### src/sv/stt_pkg.sv
// Shared types, character codes and byte classification for the tokenizer.
package stt_pkg;

	// Result kinds
	typedef enum logic [3:0] {
		KIND_SEMI     = 4'd0,
		KIND_COLON    = 4'd1,
		KIND_LPAREN   = 4'd2,
		KIND_RPAREN   = 4'd3,
		KIND_LBRACK   = 4'd4,
		KIND_RBRACK   = 4'd5,
		KIND_EQUAL    = 4'd6,
		KIND_COMMA    = 4'd7,
		KIND_INT      = 4'd8,
		KIND_NAME     = 4'd9,
		KIND_NAMECHAR = 4'd10,
		KIND_ERROR    = 4'd11,
		KIND_END      = 4'd12
	} tok_kind_t;

	// Result fields other than the integer value
	typedef struct packed {
		tok_kind_t  kind;
		logic [7:0] name_char;
		logic [7:0] name_length;
		logic       done;
		logic       last;
	} tok_info_t;

	// Character codes
	localparam logic [7:0] CH_SEMI   = 8'h3B;
	localparam logic [7:0] CH_COLON  = 8'h3A;
	localparam logic [7:0] CH_LPAREN = 8'h28;
	localparam logic [7:0] CH_RPAREN = 8'h29;
	localparam logic [7:0] CH_LBRACK = 8'h5B;
	localparam logic [7:0] CH_RBRACK = 8'h5D;
	localparam logic [7:0] CH_EQUAL  = 8'h3D;
	localparam logic [7:0] CH_COMMA  = 8'h2C;
	localparam logic [7:0] CH_UNDER  = 8'h5F;
	localparam logic [7:0] CH_ZERO   = 8'h30;
	localparam logic [7:0] CH_NINE   = 8'h39;
	localparam logic [7:0] CH_SPACE  = 8'h20;
	localparam logic [7:0] CH_TAB    = 8'h09;
	localparam logic [7:0] CH_LF     = 8'h0A;
	localparam logic [7:0] CH_CR     = 8'h0D;
	localparam logic [7:0] CH_UP_A   = 8'h41;
	localparam logic [7:0] CH_UP_Z   = 8'h5A;
	localparam logic [7:0] CH_LO_A   = 8'h61;
	localparam logic [7:0] CH_LO_Z   = 8'h7A;

	function automatic logic is_digit(input logic [7:0] b);
		return (b >= CH_ZERO) && (b <= CH_NINE);
	endfunction

	function automatic logic is_ident_char(input logic [7:0] b);
		return ((b >= CH_UP_A) && (b <= CH_UP_Z)) || ((b >= CH_LO_A) && (b <= CH_LO_Z))
			|| (b == CH_UNDER);
	endfunction

	function automatic logic is_space(input logic [7:0] b);
		return (b == CH_SPACE) || (b == CH_TAB) || (b == CH_LF) || (b == CH_CR);
	endfunction

	function automatic logic is_punct(input logic [7:0] b);
		return (b == CH_SEMI) || (b == CH_COLON) || (b == CH_LPAREN) || (b == CH_RPAREN)
			|| (b == CH_LBRACK) || (b == CH_RBRACK) || (b == CH_EQUAL) || (b == CH_COMMA);
	endfunction

	function automatic tok_kind_t punct_kind(input logic [7:0] b);
		tok_kind_t k;
		unique case (b)
			CH_SEMI:   k = KIND_SEMI;
			CH_COLON:  k = KIND_COLON;
			CH_LPAREN: k = KIND_LPAREN;
			CH_RPAREN: k = KIND_RPAREN;
			CH_LBRACK: k = KIND_LBRACK;
			CH_RBRACK: k = KIND_RBRACK;
			CH_EQUAL:  k = KIND_EQUAL;
			default:   k = KIND_COMMA;
		endcase
		return k;
	endfunction

	function automatic tok_info_t mk_info(input tok_kind_t k, input logic [7:0] ch,
			input logic [7:0] len);
		tok_info_t r;
		r.kind        = k;
		r.name_char   = ch;
		r.name_length = len;
		r.done        = 1'b0;
		r.last        = 1'b0;
		return r;
	endfunction

endpackage

### src/sv/stt_byte_if.sv
// Input channel: one source text byte per request.
interface stt_byte_if;
	logic       valid;
	logic       ready;
	logic [7:0] in_byte;
	logic       end_of_input;

	modport source(output valid, output in_byte, output end_of_input, input ready);
	modport sink(input valid, input in_byte, input end_of_input, output ready);
endinterface

### src/sv/stt_tok_if.sv
// Output channel: one token result per request.
interface stt_tok_if #(
	parameter int INT_BITS = 31
);
	logic                valid;
	logic                ready;
	logic [3:0]          token_kind;
	logic [INT_BITS-1:0] int_value;
	logic [7:0]          name_char;
	logic [7:0]          name_length;
	logic                stream_done;
	logic                last;

	modport source(output valid, output token_kind, output int_value, output name_char,
		output name_length, output stream_done, output last, input ready);
	modport sink(input valid, input token_kind, input int_value, input name_char,
		input name_length, input stream_done, input last, output ready);
endinterface

### src/sv/stt_lexer.sv
// Lexer state and per-byte result logic: up to two results per byte.
module stt_lexer import stt_pkg::*; #(
	parameter int MAX_RUN_LENGTH = 255,
	parameter int INT_BITS       = 31
) (
	input  logic                clk,
	input  logic                arst_n,
	input  logic                en,
	input  logic [7:0]          in_byte,
	input  logic                end_of_input,
	output logic [1:0]          res_cnt,
	output tok_info_t           res_info  [2],
	output logic [INT_BITS-1:0] res_value [2]
);

	typedef enum logic [1:0] {
		MODE_IDLE = 2'd0,
		MODE_INT  = 2'd1,
		MODE_NAME = 2'd2,
		MODE_ERR  = 2'd3
	} mode_t;

	localparam logic [7:0]          MAX_RUN = 8'(MAX_RUN_LENGTH);
	localparam logic [INT_BITS-1:0] MAXV    = {INT_BITS{1'b1}};

	mode_t               mode_q, mode_d;
	logic [INT_BITS-1:0] acc_q, acc_d;
	logic [7:0]          len_q, len_d;

	logic                digit, namech, space, punct, err, held;
	logic [1:0]          n;
	logic [INT_BITS+3:0] acc_ext, acc_mul;

	// Accumulate value*10 + digit with saturation
	always_comb begin
		acc_ext = {4'd0, acc_q};
		acc_mul = (acc_ext << 3) + (acc_ext << 1) + {{INT_BITS{1'b0}}, in_byte[3:0]};
	end

	// Per-byte results and next state
	always_comb begin
		digit  = is_digit(in_byte);
		namech = is_ident_char(in_byte);
		space  = is_space(in_byte);
		punct  = is_punct(in_byte);
		mode_d = mode_q;
		acc_d  = acc_q;
		len_d  = len_q;
		err    = 1'b0;
		held   = 1'b0;
		n      = 2'd0;
		for (int i = 0; i < 2; i++) begin
			res_info[i]  = mk_info(KIND_END, 8'd0, 8'd0);
			res_value[i] = '0;
		end

		if (mode_q != MODE_ERR) begin
			// close a pending run on a byte of another class
			if (mode_q == MODE_INT && !digit) begin
				res_info[n[0]]  = mk_info(KIND_INT, 8'd0, 8'd0);
				res_value[n[0]] = acc_q;
				n      = n + 2'd1;
				mode_d = MODE_IDLE;
			end else if (mode_q == MODE_NAME && !namech) begin
				res_info[n[0]] = mk_info(KIND_NAME, 8'd0, len_q);
				n      = n + 2'd1;
				mode_d = MODE_IDLE;
			end

			// new byte
			if (punct) begin
				res_info[n[0]] = mk_info(punct_kind(in_byte), 8'd0, 8'd0);
				n = n + 2'd1;
			end else if (digit) begin
				if (mode_d == MODE_INT) begin
					if (len_q >= MAX_RUN) begin
						err = 1'b1;
					end else begin
						acc_d = (acc_mul[INT_BITS+3:INT_BITS] != 4'd0) ? MAXV
							: acc_mul[INT_BITS-1:0];
						len_d = len_q + 8'd1;
					end
				end else begin
					mode_d = MODE_INT;
					acc_d  = {{(INT_BITS-4){1'b0}}, in_byte[3:0]};
					len_d  = 8'd1;
				end
			end else if (namech) begin
				if (mode_d == MODE_NAME && len_q >= MAX_RUN) begin
					err = 1'b1;
				end else begin
					if (mode_d == MODE_NAME) begin
						len_d = len_q + 8'd1;
					end else begin
						mode_d = MODE_NAME;
						len_d  = 8'd1;
					end
					if (end_of_input) begin
						held = 1'b1;
					end else begin
						res_info[n[0]] = mk_info(KIND_NAMECHAR, in_byte, 8'd0);
						n = n + 2'd1;
					end
				end
			end else if (!space) begin
				err = 1'b1;
			end

			if (err) begin
				res_info[n[0]] = mk_info(KIND_ERROR, 8'd0, 8'd0);
				n      = n + 2'd1;
				mode_d = MODE_ERR;
				acc_d  = '0;
				len_d  = 8'd0;
			end
		end

		// final byte: flush the pending run, or report end
		if (end_of_input) begin
			if (mode_d == MODE_INT) begin
				res_info[n[0]]  = mk_info(KIND_INT, 8'd0, 8'd0);
				res_value[n[0]] = acc_d;
				n = n + 2'd1;
			end else if (mode_d == MODE_NAME) begin
				res_info[n[0]] = mk_info(KIND_NAME, held ? in_byte : 8'd0, len_d);
				n = n + 2'd1;
			end
			if (n == 2'd0) begin
				res_info[0] = mk_info(KIND_END, 8'd0, 8'd0);
				n = 2'd1;
			end
			res_info[n[1]].done = 1'b1;
			mode_d = MODE_IDLE;
			acc_d  = '0;
			len_d  = 8'd0;
		end

		if (n != 2'd0) begin
			res_info[n[1]].last = 1'b1;
		end
		res_cnt = en ? n : 2'd0;
	end

	// Lexer state
	always_ff @(posedge clk or negedge arst_n) begin
		if (!arst_n) begin
			mode_q <= MODE_IDLE;
			acc_q  <= '0;
			len_q  <= 8'd0;
		end else if (en) begin
			mode_q <= mode_d;
			acc_q  <= acc_d;
			len_q  <= len_d;
		end
	end

endmodule

### src/sv/stt_result_fifo.sv
// Result queue: takes up to two entries per cycle, gives one per cycle while rd_ready is high.
module stt_result_fifo #(
	parameter int WIDTH = 53,
	parameter int DEPTH = 8
) (
	input  logic                       clk,
	input  logic                       arst_n,
	input  logic [1:0]                 wr_cnt,
	input  logic [WIDTH-1:0]           wr_data [2],
	input  logic                       rd_ready,
	output logic                       rd_valid,
	output logic [WIDTH-1:0]           rd_data,
	output logic [$clog2(DEPTH+1)-1:0] count
);

	localparam int PW = $clog2(DEPTH);
	localparam int CW = $clog2(DEPTH + 1);

	logic [WIDTH-1:0] mem_q [DEPTH];
	logic [PW-1:0]    wp_q, rp_q;
	logic [CW-1:0]    cnt_q;
	logic             pop;

	assign rd_valid = (cnt_q != '0);
	assign rd_data  = mem_q[rp_q];
	assign count    = cnt_q;
	assign pop      = rd_valid && rd_ready;

	// Storage
	always_ff @(posedge clk) begin
		if (wr_cnt != 2'd0) begin
			mem_q[wp_q] <= wr_data[0];
		end
		if (wr_cnt == 2'd2) begin
			mem_q[wp_q + PW'(1)] <= wr_data[1];
		end
	end

	// Pointers and fill count
	always_ff @(posedge clk or negedge arst_n) begin
		if (!arst_n) begin
			wp_q  <= '0;
			rp_q  <= '0;
			cnt_q <= '0;
		end else begin
			wp_q  <= wp_q + PW'(wr_cnt);
			rp_q  <= rp_q + PW'(pop);
			cnt_q <= cnt_q + CW'(wr_cnt) - CW'(pop);
		end
	end

endmodule

### src/sv/source_text_tokenizer_unit.sv
// Source text tokenizer top level: input register, lexer, result queue.
// An accepted byte is held in the input register, lexed combinationally, and its results
// are written to the queue, from which the first is then offered. Throughput: one byte per
// cycle; results leave at one per cycle while tokens.ready is high, from an 8-entry queue,
// and input stalls while it holds more than four entries (bytes that give two results can
// outpace the output). Reset (arst_n low) empties the queue and returns the lexer to idle.
module source_text_tokenizer_unit import stt_pkg::*; #(
	parameter int MAX_RUN_LENGTH = 255,
	parameter int INT_BITS       = 31
) (
	input  logic       clk,
	input  logic       arst_n,
	stt_byte_if.sink   text,
	stt_tok_if.source  tokens
);

	localparam int FIFO_DEPTH = 8;
	localparam int INFO_W     = $bits(tok_info_t);
	localparam int RES_W      = INFO_W + INT_BITS;
	localparam int CW         = $clog2(FIFO_DEPTH + 1);

	logic                valid_s1;
	logic [7:0]          byte_s1;
	logic                eoi_s1;
	logic                accept;
	logic [1:0]          res_cnt;
	tok_info_t           res_info  [2];
	logic [INT_BITS-1:0] res_value [2];
	logic [RES_W-1:0]    wr_data   [2];
	logic [RES_W-1:0]    rd_data;
	logic [CW-1:0]       count;
	tok_info_t           head_info;

	// Room for two requests in flight, two results each
	assign text.ready = (count <= CW'(FIFO_DEPTH - 4));
	assign accept     = text.valid && text.ready;

	// Input register
	always_ff @(posedge clk or negedge arst_n) begin
		if (!arst_n) begin
			valid_s1 <= 1'b0;
		end else begin
			valid_s1 <= accept;
		end
	end

	always_ff @(posedge clk) begin
		if (accept) begin
			byte_s1 <= text.in_byte;
			eoi_s1  <= text.end_of_input;
		end
	end

	stt_lexer #(
		.MAX_RUN_LENGTH(MAX_RUN_LENGTH),
		.INT_BITS      (INT_BITS)
	) u_lexer (
		.clk         (clk),
		.arst_n      (arst_n),
		.en          (valid_s1),
		.in_byte     (byte_s1),
		.end_of_input(eoi_s1),
		.res_cnt     (res_cnt),
		.res_info    (res_info),
		.res_value   (res_value)
	);

	// Pack results for the queue
	always_comb begin
		for (int i = 0; i < 2; i++) begin
			wr_data[i] = {res_info[i], res_value[i]};
		end
	end

	stt_result_fifo #(
		.WIDTH(RES_W),
		.DEPTH(FIFO_DEPTH)
	) u_fifo (
		.clk     (clk),
		.arst_n  (arst_n),
		.wr_cnt  (res_cnt),
		.wr_data (wr_data),
		.rd_ready(tokens.ready),
		.rd_valid(tokens.valid),
		.rd_data (rd_data),
		.count   (count)
	);

	// Output fields
	assign head_info          = rd_data[RES_W-1:INT_BITS];
	assign tokens.token_kind  = head_info.kind;
	assign tokens.int_value   = rd_data[INT_BITS-1:0];
	assign tokens.name_char   = head_info.name_char;
	assign tokens.name_length = head_info.name_length;
	assign tokens.stream_done = head_info.done;
	assign tokens.last        = head_info.last;

endmodule
### src/flat_wrapper.sv
// flat-port wrapper written by rule: the top's interface ports become plain ports
module source_text_tokenizer_unit_flat import stt_pkg::*;
#(
	parameter int MAX_RUN_LENGTH = 255,
	parameter int INT_BITS       = 31
)
  (clk, arst_n, text_valid, text_in_byte, text_end_of_input, text_ready, tokens_valid, tokens_token_kind, tokens_int_value, tokens_name_char, tokens_name_length, tokens_stream_done, tokens_last, tokens_ready);
  stt_byte_if text_i ();
  stt_tok_if #(.INT_BITS(INT_BITS)) tokens_i ();
  input  logic clk;
  input  logic arst_n;
  input wire logic [$bits(text_i.valid)-1:0] text_valid;
  input wire logic [$bits(text_i.in_byte)-1:0] text_in_byte;
  input wire logic [$bits(text_i.end_of_input)-1:0] text_end_of_input;
  output wire logic [$bits(text_i.ready)-1:0] text_ready;
  output wire logic [$bits(tokens_i.valid)-1:0] tokens_valid;
  output wire logic [$bits(tokens_i.token_kind)-1:0] tokens_token_kind;
  output wire logic [$bits(tokens_i.int_value)-1:0] tokens_int_value;
  output wire logic [$bits(tokens_i.name_char)-1:0] tokens_name_char;
  output wire logic [$bits(tokens_i.name_length)-1:0] tokens_name_length;
  output wire logic [$bits(tokens_i.stream_done)-1:0] tokens_stream_done;
  output wire logic [$bits(tokens_i.last)-1:0] tokens_last;
  input wire logic [$bits(tokens_i.ready)-1:0] tokens_ready;
  assign text_i.valid = text_valid;
  assign text_i.in_byte = text_in_byte;
  assign text_i.end_of_input = text_end_of_input;
  assign text_ready = text_i.ready;
  assign tokens_valid = tokens_i.valid;
  assign tokens_token_kind = tokens_i.token_kind;
  assign tokens_int_value = tokens_i.int_value;
  assign tokens_name_char = tokens_i.name_char;
  assign tokens_name_length = tokens_i.name_length;
  assign tokens_stream_done = tokens_i.stream_done;
  assign tokens_last = tokens_i.last;
  assign tokens_i.ready = tokens_ready;
  source_text_tokenizer_unit #(.MAX_RUN_LENGTH(MAX_RUN_LENGTH), .INT_BITS(INT_BITS)) u_core (.clk(clk), .arst_n(arst_n), .text(text_i), .tokens(tokens_i));
endmodule
### config.mk
export PLATFORM = sky130hd
export DESIGN_NAME = source_text_tokenizer_unit_flat
export DESIGN_NICKNAME = d
export VERILOG_FILES = /design/src/sv/stt_pkg.sv /design/src/sv/stt_byte_if.sv /design/src/sv/stt_tok_if.sv /design/src/sv/stt_lexer.sv /design/src/sv/stt_result_fifo.sv /design/src/sv/source_text_tokenizer_unit.sv /design/src/flat_wrapper.sv
export SDC_FILE = /design/constraint.sdc
export NUM_CORES = 1
export LEC_CHECK = 0
export ABC_AREA = 0
export BUFFER_PORTS_ARGS = -buffer_cell sky130_fd_sc_hd__buf_4
export CORE_ASPECT_RATIO = 0.6
export CORE_MARGIN = 10
export CORE_UTILIZATION = 40
export CTS_CLUSTER_DIAMETER = 150
export CTS_CLUSTER_SIZE = 28
export DETAILED_ROUTE_END_ITERATION = 10
export GPL_ROUTABILITY_DRIVEN = 0
export PLACE_DENSITY_LB_ADDON = 0.12
export SYNTH_ARGS = -nofsm -noshare
export SYNTH_HDL_FRONTEND = slang
export SYNTH_SLANG_ARGS = --single-unit
### constraint.sdc
create_clock -name clk -period 8.6 [get_ports clk]
set_input_delay 0.43 -clock clk [delete_from_list [all_inputs] [get_ports clk]]
set_output_delay 0.43 -clock clk [all_outputs]
set_load 0.03 [all_outputs]
# Word level (Yosys, flattened, before mapping)
# Memory sizes are Yosys's and may differ from the RTL's.
# Index checks and enable logic that the tools add are counted.
# totals
output_inout_bits,55
wordCells,213
in_bits,13
mem_count,1
ramBits,424
ff_bits,61
# mem_list
name,words,word_bits,read_ports,rd_clocked_by_memory_dff,wr,line_no,text
u_core.u_fifo.mem_q,8,53,1,0,2,stt_result_fifo.sv:19,logic [WIDTH-1:0] mem_q [DEPTH];
# classes
eq_ne,21
n_lt_le_gt_ge,18
muxes,110
n_addsub,11
n_reduce_logical,32
bitwise,11
# ops
operator,n
$mux W44,13
$mux W31,11
$bwmux W44,5
$mux W22,6
$mux W62,2
$demux W22 S1,5
$mux W8,11
$bwmux W62,1
$mux W2,29
$eq A8 B6 Y1 const B,7
$and A42 B42 Y42,1
$mux W21,2
$not A42 Y42,1
$and A38 B38 Y38,1
$not A38 Y38,1
$add A34 B32 Y35,1
$add A35 B4 Y35,1
$demux W31 S1,1
$eq A8 B4 Y1 const B,3
$eq A8 B7 Y1 const B,3
$mux W1,21
$pmux W3 S7,1
$ge A8 B7 Y1 const B,2
$le A8 B7 Y1 const B,2
other kinds (26),72

# Logic depth before layout (Yosys ltp)
# logic_depth
ltp_word,35
mapped_depth,19

# By module
# A second synthesis with hierarchy kept.
# hier_totals
hier_cells,2035
hier_area_um2,28249.6
# modules_own_cells
mod,cells_each,area_per_inst_um2,n_inst
stt_result_fifo,1151,21807.2,1
stt_lexer,871,6123.4,1
source_text_tokenizer_unit,13,319.1,1

# Least setup slack after synthesis
# OpenSTA, ideal clock, no wires.
# synth_path
kind,reg2reg
from,register u_core.byte_s1[0]
to,memory u_core.u_fifo.mem_q[0][0] (enable)
stages_incl_launch_ff,13
setup_slack_ns,1.442
synth_period_minus_slack_ns,7.158
arrival_time_ns,6.615
t_required_ns,8.057
setup_time_ns,0.543
path_cell_list,edfxtp_1 -> or4_1 -> a21oi_1 -> a21oi_2 -> o21ai_4 -> ha_1 -> nand2_1 -> mux2i_1 -> a21oi_4 -> nand4_1 -> a21oi_1 -> or3b_2 -> o31ai_1
# synth_lines
item,line_no,text
start: declaration,source_text_tokenizer_unit.sv:23,logic [7:0] byte_s1;
start signal: assignment,source_text_tokenizer_unit.sv:49,byte_s1 <= text.in_byte;
end: declaration,stt_result_fifo.sv:19,

==> reports/qor.yml <==
status: "completed"
synth_area_leaders: "edfxtp_1 49%, mux4_2 9.1%, dfrtp_1 5.0%, o21ai_0 4.7%, ha_1 3.6%"
p_leak_nw: 10.60
grt_first_pass_wirelength_um: 120000
critPathLaunchType: "register"
synth_area_mm2: 0.02627
initial_utilization_pct: 40.61
p_per_area_mw_per_mm2: 295.4
cts-root-buf: "clkbuf_16"
path_max_fanout: 27
yosysSeqAreaShare_pct: 54.45
fin_skew_ns: 0.03254
rrSetupSlack_ns: 2.37
via_per_inst: 6.085
via_count: 17960
max_cap_viol_count: 0
final_cell_count_no_fill: 2952
h-tree-depth: 1
yosysWarnings: 0
antenna_found_initial: 1
min_period_over_period_pct: 72.42
coreArea_mm2: 0.06468
cp.arrival_ns: 6.46
synth_top_area_share_pct: 49.50
end_kind: "register"
yosys-top-cells-count: "433 x edfxtp_1, 249 x o21ai_0, 184 x nand2_1, 130 x a21oi_1, 116 x nor2_1"
wl_per_cell_um: 27.42
yosysUniqueCellTypes: 90
nets: 2187
cts_tree: "done"
holdCritPathClass: "in2reg"
dr.first_iter.drc_count: 2311
required_ns: 8.84
path_class: "reg2reg"
core.rowCount: 72
place_area_mm2: 0.02768
synth-edff-count: 433
worstMarginPinSlew_ns: 1.289
setup_violations: 0
pin_count: 68
fin_setup_tns_ns: 0
firstDrtPassIters: 6
die_area_mm2: 0.07666
crit_path_start: "u_core.byte_s1[2]$_DFFE_PP_"
final_cell_area_mm2: 0.02836
power.total_mw: 8.378
cts_max_path_buffers: 3
syn_to_final_growth_pct: 7.974
cts_sinks: 485
dp_cells: 2912
slew_headroom_pct: 13.55
grt_max_degree: 64
yosysMostFrequentCell: "edfxtp_1"
period_needed_ns: 6.228
endpoint: "u_core.u_fifo.mem_q[6][29]$_DFFE_PP_"
cts_buffers: 21
rr_endpoint: "u_core.u_fifo.mem_q[6][29]$_DFFE_PP_"
drt-total-wl_um: 80930
clk_latency_ns: 0.61
gr-total-overflow: 0
drive_gt1_share_pct: 18.33
grt_pass1_vias: 17400
synthArstFlopShare_pct: 10.72
reg2reg_depth: 12
clkTransAtPathRegs_ns: 0.11
port-buffer-count: 67
die-height_um: 218.5
yosys.area.top_type: "edfxtp_1"
synth_ff_type: "edfxtp_1"
die_w_um: 350.8
syn_avg_cell_area_um2: 12.56
drcViolationCount: 0
grt_usage_pct: 20.82
synth-seq-cells: 485
place_hpwl_um: 52970
rsz0062_at_grt: "false"
slew_viol_final: 0
final_util_pct: 43.85
postSynthCellCount: 2092
critical_path.reg2reg.startpoint: "u_core.byte_s1[2]$_DFFE_PP_"
ant_nets: 0
hold_violations: 0
fmax_ghz: 0.1606
peakVddDrop_mv: 0.1783
[kinds of logic after synthesis]
kind of cell | synth area share, %
compound gates | 12.48
simple gates | 9.459
flops | 54.45
mux | 15.56
buf+inv | 3.005
fa+ha+maj | 3.925
xor+xnor | 1.100
other cells | 0.01428
[sequential cells by signal, summed over array words and instances (netlist names)]
| register | count |
|---|---|
| u_core.u_fifo.mem_q | 424 |
| u_core.u_lexer.acc_q | 31 |
| u_core.byte_s1 | 8 |
| u_core.u_lexer.len_q | 8 |
| u_core.u_fifo.count | 4 |
| u_core.u_fifo.rp_q | 3 |
| u_core.u_fifo.wp_q | 3 |
| u_core.u_lexer.mode_q | 2 |
| u_core.eoi_s1 | 1 |
| u_core.valid_s1 | 1 |
[what timing repair did]
item / 4_1_cts / 5_1_grt
gates resized for setup: 0 / 0
buffers inserted: 0 / 0
hold buffers: 10 / 0
endpoints found under the hold margin: 61 / 0
[worst max-delay path, stage by stage (launching register included)]
cell and delay [ns]:
edfxtp_1 0.90, o21ai_0 0.24, nand3_1 0.62, nand2_1 0.24
o21ai_4 0.17, ha_1 0.28, nand2_1 0.06, mux2i_1 0.11
a21oi_4 0.29, a221o_1 0.83, nand4_4 0.73, o21ai_4 0.74
buf_4 0.56
[per-stage QoR]
step                hold slack, ns  worst slack (ns)
floorplan                   0.1344             1.442
global placement            0.5406             2.674
detailed placement          0.5664             2.492
CTS                         0.2881             2.462
global route                0.3276             2.035
finish                      0.3019             2.372
[where the power goes]
group	leakage, nW	total (mW)	switching, mW	internal [mW]
logic	5.52	3.78	2.35	1.43
clock network	0.280	1.23	0.769	0.462
registers	4.80	3.37	0.341	3.03
[metal layers]
metal | up-vias | track usage [%] | wire, µm
met5 | - | 0 | 0
met4 | 0 | 2.021 | 657
met3 | 49 | 6.909 | 9212
met2 | 797 | 27.21 | 31140
met1 | 9107 | 33.37 | 39920
li1 | 8009 | - | -
[cell usage in the layout, fill, tap and decap left out, types with 5 or more instances in the layout]
master | netlist | routed
nand4_1 | 10 | 10
o31ai_1 | 14 | 10
nand2b_1 | 5 | 5
mux4_2 | 106 | 106
o31ai_2 | 11 | 13
a31o_2 | 5 | 5
nor3_1 | 49 | 49
o21ai_1 | 9 | 9
o21ai_4 | 1 | 7
a21o_1 | 12 | 12
dlygate4sd3_1 | 0 | 10
clkbuf_1 | 78 | 6
nand3b_1 | 8 | 8
and2_1 | 9 | 9
clkbuf_16 | 0 | 21
nand2_1 | 184 | 184
dfrtp_1 | 52 | 49
xor2_1 | 14 | 14
nor2_1 | 116 | 113
o22ai_1 | 15 | 15
ha_1 | 76 | 76
a211oi_1 | 7 | 7
conb_1 | 1 | 8
a31oi_1 | 9 | 9
o21ai_0 | 249 | 243
a311oi_1 | 5 | 5
edfxtp_1 | 433 | 433
o211ai_1 | 9 | 9
and4_1 | 5 | 5
mux2i_1 | 81 | 81
mux2_2 | 79 | 79
nand3_1 | 29 | 29
a21oi_1 | 130 | 130
nor2b_1 | 47 | 47
inv_1 | 35 | 35
and3_1 | 10 | 10
buf_4 | 7 | 109
xnor2_1 | 19 | 19
a22oi_1 | 10 | 10
or3_1 | 5 | 5
[worst min-delay path by stage]
stage / endpoint / startpoint / slack, ns / cells past startpoint
after global placement: u_core.u_fifo.count[3]$_DFF_PN0_ / arst_n / 0.54 / 1
after global routing: u_core.valid_s1$_DFF_PN0_ / text_valid / 0.33 / 2
after floorplan: u_core.u_fifo.count[0]$_DFF_PN0_ / arst_n / 0.13 / 0
final: u_core.valid_s1$_DFF_PN0_ / text_valid / 0.30 / 2
after detailed placement: u_core.u_fifo.count[3]$_DFF_PN0_ / arst_n / 0.57 / 1
after CTS: u_core.valid_s1$_DFF_PN0_ / text_valid / 0.29 / 2
[area by class of cell]
cell class | instances | area [µm²]
multi-input cells | 1430 | 11350
clock buffers | 27 | 548.0
well taps | 851 | 1065
fillers | 5911 | 36320
clock inverters | 2 | 28.78
flip-flops and latches | 485 | 14310
diodes | 1 | 2.502
inverters | 37 | 138.9
repair buffers | 119 | 918.4
No activity file was read; power rests on OpenSTA's default activity.
